==> src/hdl/rau_pkg.sv <==
package rau_pkg;

    localparam int NumW = 16;
    localparam int DenW = NumW - 1;
    localparam int ResNumW = 32;
    localparam int ResDenW = 30;
    localparam int WideW = 34;
    localparam int CntW = 6;

    typedef enum logic [1:0] {
        OP_ADD = 2'd0,
        OP_SUB = 2'd1,
        OP_MUL = 2'd2,
        OP_DIV = 2'd3
    } t_op;

    typedef enum logic [2:0] {
        CMD_NONE  = 3'd0,
        CMD_LOAD  = 3'd1,
        CMD_GCD1  = 3'd2,
        CMD_SCALE = 3'd3,
        CMD_PREP  = 3'd4,
        CMD_GCD2  = 3'd5,
        CMD_DIVN  = 3'd6,
        CMD_DIVD  = 3'd7
    } t_cmd;

    typedef struct packed {
        logic out_load;
        logic div_step;
        logic gcd_step;
        t_cmd cmd;
    } t_ctrl;

    typedef struct packed {
        logic gcd_done;
        logic div_done;
        logic zero_case;
        logic add_sub;
    } t_stat;

endpackage

==> src/hdl/rau_ctrl.sv <==
module rau_ctrl
    import rau_pkg::*;
(
    input  logic  i_clk,
    input  logic  i_rst_n,
    input  logic  i_valid,
    output logic  o_stall,
    output logic  o_valid,
    input  logic  i_stall,
    input  t_stat i_stat,
    output t_ctrl o_ctrl
);

    typedef enum logic [3:0] {
        S_IDLE, S_CHK, S_G1, S_G1RUN, S_SCALE, S_FB, S_PREP, S_G2, S_G2RUN,
        S_DN, S_DNRUN, S_DD, S_DDRUN, S_OUT
    } t_state;

    t_state r_state;
    logic   r_valid;
    logic   r_fb_pass;

    assign o_stall = (r_state != S_IDLE);
    assign o_valid = r_valid;

    always_comb begin
        o_ctrl = '{out_load: 1'b0, div_step: 1'b0, gcd_step: 1'b0, cmd: CMD_NONE};
        case (r_state)
            S_IDLE:   if (i_valid) o_ctrl.cmd = CMD_LOAD;
            S_G1:     o_ctrl.cmd = CMD_GCD1;
            S_G1RUN, S_G2RUN: o_ctrl.gcd_step = !i_stat.gcd_done;
            S_SCALE:  o_ctrl.cmd = CMD_SCALE;
            S_FB:     o_ctrl.cmd = CMD_DIVD;
            S_PREP:   o_ctrl.cmd = CMD_PREP;
            S_G2:     o_ctrl.cmd = CMD_GCD2;
            S_DN:     o_ctrl.cmd = CMD_DIVN;
            S_DD:     o_ctrl.cmd = CMD_DIVD;
            S_DNRUN, S_DDRUN: o_ctrl.div_step = !i_stat.div_done;
            S_OUT:    o_ctrl.out_load = !r_valid || !i_stall;
            default: ;
        endcase
    end

    always_ff @(posedge i_clk) begin
        if (!i_rst_n) begin
            r_state <= S_IDLE;
            r_valid <= 1'b0;
            r_fb_pass <= 1'b0;
        end else begin
            if (o_ctrl.out_load) begin
                r_valid <= 1'b1;
            end else if (!i_stall) begin
                r_valid <= 1'b0;
            end
            case (r_state)
                S_IDLE:   if (i_valid) r_state <= S_CHK;
                S_CHK: begin
                    if (i_stat.zero_case) begin
                        r_state <= S_OUT;
                    end else if (i_stat.add_sub) begin
                        r_state <= S_G1;
                    end else begin
                        r_state <= S_PREP;
                    end
                end
                S_G1:     r_state <= S_G1RUN;
                S_G1RUN:  if (i_stat.gcd_done) r_state <= S_SCALE;
                S_SCALE: begin
                    r_fb_pass <= 1'b1;
                    r_state <= S_DNRUN;
                end
                S_FB:     r_state <= S_DDRUN;
                S_PREP:   r_state <= S_G2;
                S_G2:     r_state <= S_G2RUN;
                S_G2RUN:  if (i_stat.gcd_done) r_state <= S_DN;
                S_DN:     r_state <= S_DNRUN;
                S_DNRUN:  if (i_stat.div_done) r_state <= S_DD;
                S_DD:     r_state <= S_DDRUN;
                S_DDRUN: begin
                    if (i_stat.div_done) begin
                        if (r_fb_pass) begin
                            r_fb_pass <= 1'b0;
                            r_state <= S_PREP;
                        end else begin
                            r_state <= S_OUT;
                        end
                    end
                end
                S_OUT:    if (!r_valid || !i_stall) r_state <= S_IDLE;
                default:  r_state <= S_IDLE;
            endcase
        end
    end

    a_no_accept_busy: assert property (@(posedge i_clk) disable iff (!i_rst_n)
        (r_state != S_IDLE) |-> o_stall)
        else $error("accept while busy");
    a_valid_after_out: assert property (@(posedge i_clk) disable iff (!i_rst_n)
        (r_state == S_OUT && (!r_valid || !i_stall)) |=> r_valid)
        else $error("result lost");
    a_hold: assert property (@(posedge i_clk) disable iff (!i_rst_n)
        (r_valid && i_stall) |=> r_valid)
        else $error("result dropped under stall");

endmodule

==> config.mk <==
export PLATFORM = sky130hd
export DESIGN_NAME = rau_ctrl
export DESIGN_NICKNAME = d
export VERILOG_FILES = /design/src/hdl/rau_pkg.sv /design/src/hdl/rau_ctrl.sv
export SDC_FILE = /design/constraint.sdc
export NUM_CORES = 1
export LEC_CHECK = 0
export ABC_CLOCK_PERIOD_IN_PS = 4000
export BUFFER_PORTS_ARGS = -buffer_cell sky130_fd_sc_hd__buf_2
export CAP_MARGIN = 40
export CORE_AREA = 2 2 39 41
export CTS_BUF_LIST = sky130_fd_sc_hd__clkbuf_2
export DETAILED_ROUTE_END_ITERATION = 12
export DIE_AREA = 0 0 41 43
export PLACE_DENSITY_LB_ADDON = 0.05
export REMOVE_ABC_BUFFERS = 1
export SLEW_MARGIN = 25
export SYNTH_ARGS = -nofsm -noshare
export SYNTH_HDL_FRONTEND = slang
export SYNTH_SLANG_ARGS = --single-unit
==> constraint.sdc <==
create_clock -name i_clk -period 4 [get_ports i_clk]
set_clock_uncertainty 0.15 [all_clocks]
set_input_delay 0.4 -clock i_clk [delete_from_list [all_inputs] [get_ports i_clk]]
set_output_delay 0.4 -clock i_clk [all_outputs]
set_load 0.05 [all_outputs]
==> results.yml <==
worst_hold_path:
  worstHoldPathType: "in2reg"
global_route:
  via_count_of_the_first_global_routing_pass: 447
  grtUsageMet2_pct: 22.2
  top_usage_layer: "met1"
  grt_antenna_before_repair: 0
  grt_total_usage_pct: 16.0
  overflow: 0
  grtUsageMet3_pct: 4.71
  grt.met1_usage_pct: 23.5
  grt_start_max_net_pins: 22
  global_route_wire_length_before_repair_um: 1990
setup_path:
  timing.critical_path.required_ns: 3.45
  worst-setup-path-type: "reg2out"
  timing.critical_path.to_type: "primary output"
  worst_r2r_startpoint: "r_state[2]"
  critical-path-max-stage-delay_ns: 0.68
  timing.rr.end: "r_state[0]"
  crit_path_top_delay_cell: "sky130_fd_sc_hd__dfxtp_1"
  cp_startpoint: "r_state[0]"
  worst_r2r_path_depth: 4
  worstSetupStartpointType: "flop"
  cell_chain_critical_path: "nand2b_1, or2_2, o22ai_1, buf_2"
  endpoint: "o_ctrl[0]"
  worst-endpoint-arrival_ns: 1.81
  worst-r2r-setup-slack_ns: 2.03
  critical_path_peak_fanout: 19
timing:
  final-setup-viol-count: 0
  worstMarginPinSlew_ns: 0.697
  maxSlewViolCount: 0
  final_period_utilization_pct: 59.0
  worst_hold_slack_ns: 0.352
  period_needed_ns: 2.36
  finalHoldViolCount: 0
  setup_tns_ns: 0
  slew_headroom_pct: 53.4
  grt_setup_unrepaired: "no"
  max_clock_freq_mhz: 423
detailed_routing:
  route.detailed.vias_per_inst: 5.53
  route.detailed.wl_per_inst_um: 12.9
  route.detailed.drc: 0
  via_count: 542
  postRouteWirelength_um: 1270
  drt_first_iter_violations: 12
  detail-route-antenna-nets: 0
  firstDrtPassIters: 4
run_status:
  run_status: "finished, final reports clean"
final_layout:
  commonest_non_fill_non_tap_cells_in_the_layout: "15 x sky130_fd_sc_hd__buf_2, 7 x sky130_fd_sc_hd__a21oi_1, 6 x sky130_fd_sc_hd__nand2_1, 6 x sky130_fd_sc_hd__dfxtp_1, 5 x sky130_fd_sc_hd__o21ai_0"
  antenna_cells_inserted: 0
  mostFrequentLayoutCell: "sky130_fd_sc_hd__buf_2"
  area_growth_syn_to_layout_pct: 10.7
  layout.nets: 92
  drive_gt1_share_pct: 28.0
  nFillCells: 155
floorplanning:
  initial_core_util_pct: 39.8
  top_level_ports: 16
  rows: 14
  die-width_um: 41
  die_h_um: 43
  core_area_um2: 1380
  floorplan.die_area_um2: 1760
logic_synthesis:
  synth_cells: 73
  postSynthAreaPerCell_um2: 7.54
  yosys_register_bits: 6
  ys_seq_area_share_pct: 21.8
  synth.cell_area_um2: 551
  synth_largest_area_cell: "sky130_fd_sc_hd__dfxtp_1"
  synthDominantCellAreaShare_pct: 21.8
  synth_cell_types: 35
  synth.yosys.warnings: 0
  synth_top_cells_by_area: "sky130_fd_sc_hd__dfxtp_1 22%, sky130_fd_sc_hd__mux2i_1 7.3%, sky130_fd_sc_hd__a21oi_1 6.4%"
flow_run:
  drv_cap: 0
pwr:
  netSwitchingFraction_pct: 54.6
  static-leakage-power_uw: 0.000235
  share_clk_of_total_power_pct: 9.4
  intPower_uw: 193
  power_per_cell_area_nw_per_um2: 698
  fraction_of_power_consumed_by_combinational_cells_pct: 58.7
  p_switching_uw: 232
  pwr-share-seq_pct: 31.8
  vdd.ir_drop.worst_v: 0.000354
clock_tree:
  clk_root_buffer_cell: "sky130_fd_sc_hd__clkbuf_2"
  clk_path_buf_depth: 2
  post_cts_resized: 0
  post-cts-setup-buffers: 0
  cts.htree.levels: 1
  clk_latency_ns: 0.21
  hold_buffers_post_cts: 0
  path_clk_slew_ns: 0.06
  cts.sink_count: 6
  number_of_buffers_added_by_the_clock_tree_synthesis_step: 3
  tritoncts_clock_tree: "built"
place:
  gp_congestion: 0.727
  port-buffer-count: 15
  dp_hpwl_um: 847
## cells in the mapped netlist
cell type / n
sky130_fd_sc_hd__a2bb2oi_1: 1
sky130_fd_sc_hd__a211oi_1: 1
sky130_fd_sc_hd__a32oi_1: 1
sky130_fd_sc_hd__inv_1: 3
sky130_fd_sc_hd__or2b_1: 1
sky130_fd_sc_hd__buf_6: 2
sky130_fd_sc_hd__or3_1: 1
sky130_fd_sc_hd__mux2i_1: 4
sky130_fd_sc_hd__nor2_1: 1
sky130_fd_sc_hd__nand2_1: 6
sky130_fd_sc_hd__nor2b_1: 2
sky130_fd_sc_hd__or2_2: 1
sky130_fd_sc_hd__o22ai_1: 3
sky130_fd_sc_hd__a211oi_2: 1
sky130_fd_sc_hd__o21ai_0: 5
sky130_fd_sc_hd__a21oi_1: 7
sky130_fd_sc_hd__nand2b_1: 3
sky130_fd_sc_hd__buf_1: 3
sky130_fd_sc_hd__dfxtp_1: 6
sky130_fd_sc_hd__nand3_1: 2
sky130_fd_sc_hd__nand3b_1: 1
sky130_fd_sc_hd__or3b_1: 2
sky130_fd_sc_hd__a21boi_0: 1
sky130_fd_sc_hd__nor4_1: 1
sky130_fd_sc_hd__o211ai_1: 2
sky130_fd_sc_hd__nor3_1: 1
sky130_fd_sc_hd__nand4b_1: 1
sky130_fd_sc_hd__o311ai_0: 1
sky130_fd_sc_hd__nor3b_1: 1
sky130_fd_sc_hd__clkbuf_1: 2
sky130_fd_sc_hd__or4_4: 1
sky130_fd_sc_hd__buf_2: 2
sky130_fd_sc_hd__xnor2_1: 1
sky130_fd_sc_hd__or3b_2: 1
sky130_fd_sc_hd__o221a_2: 1
## registers in the layout, summed over array words and instances, names as in the netlist
name / cells
r_state: 4
o_valid: 1
r_fb_pass: 1
## layout make-up
class	count	area [um2]	share of cell area (%)
multi-input cells	55	368	60.4
flip-flops and latches	6	120	19.7
repair buffers	15	75.1	12.3
well taps	16	20.0	3.29
clock buffers	3	15.0	2.46
inverters	3	11.3	1.85
## stage by stage
stage                     cells  total power [uW]  setup WS, ns  utilization [%]  cell area, um2
final                        98               425          1.64             44.0             609
after global routing         98               454          1.51             44.0             609
after CTS                    98               428          1.62             44.0             609
after detailed placement     95               386          1.87             42.9             594
after global placement       95               385          1.91             42.9             594
after floorplan              64               326         0.976                -             499
## metal layers
layer	part of all wire (%)	vias to the layer above
met1	51	245
met4	0	0
met3	3.2	0
li1	-	285
met2	46	12
met5	0	-
## worst min path at each step
stage | start | cells past startpoint | slack [ns] | endpoint
after floorplan | r_fb_pass | 2 | 0.35 | r_fb_pass
after global placement | o_valid | 2 | 0.36 | o_valid
after detailed placement | o_valid | 2 | 0.37 | o_valid
after CTS | i_stall | 3 | 0.34 | o_valid
after global routing | i_stall | 3 | 0.36 | o_valid
final | i_stall | 3 | 0.35 | o_valid
## critical path, delay by kind of cell, from the launching register on
family                 cells  cell delay, ns
buffers and inverters      1            0.28
flip-flops                 1            0.68
AND/OR/NAND/NOR            2            0.49
AO/OA/AOI/OAI              1            0.14
## power groups by stage
stage / combinational, uW / sequential, uW / clock (uW)
4_1_cts: 251 / 135 / 42.4
2_1_floorplan: 207 / 119 / 0
3_5_place_dp: 250 / 136 / 0
5_1_grt: 268 / 143 / 44.1
3_3_place_gp: 251 / 134 / 0
6_report: 250 / 135 / 40.2
## kinds of logic (layout without fill, tap and decap cells)
family          after synthesis  in the layout  share of synthesized area, %
flops                         6              6                          21.8
buf+inv                      12             21                          11.4
compound gates               24             24                          28.9
xor+xnor                      1              1                          1.59
simple gates                 26             26                          29.1
mux                           4              4                          7.27
No activity file was read; power rests on OpenSTA's default activity.
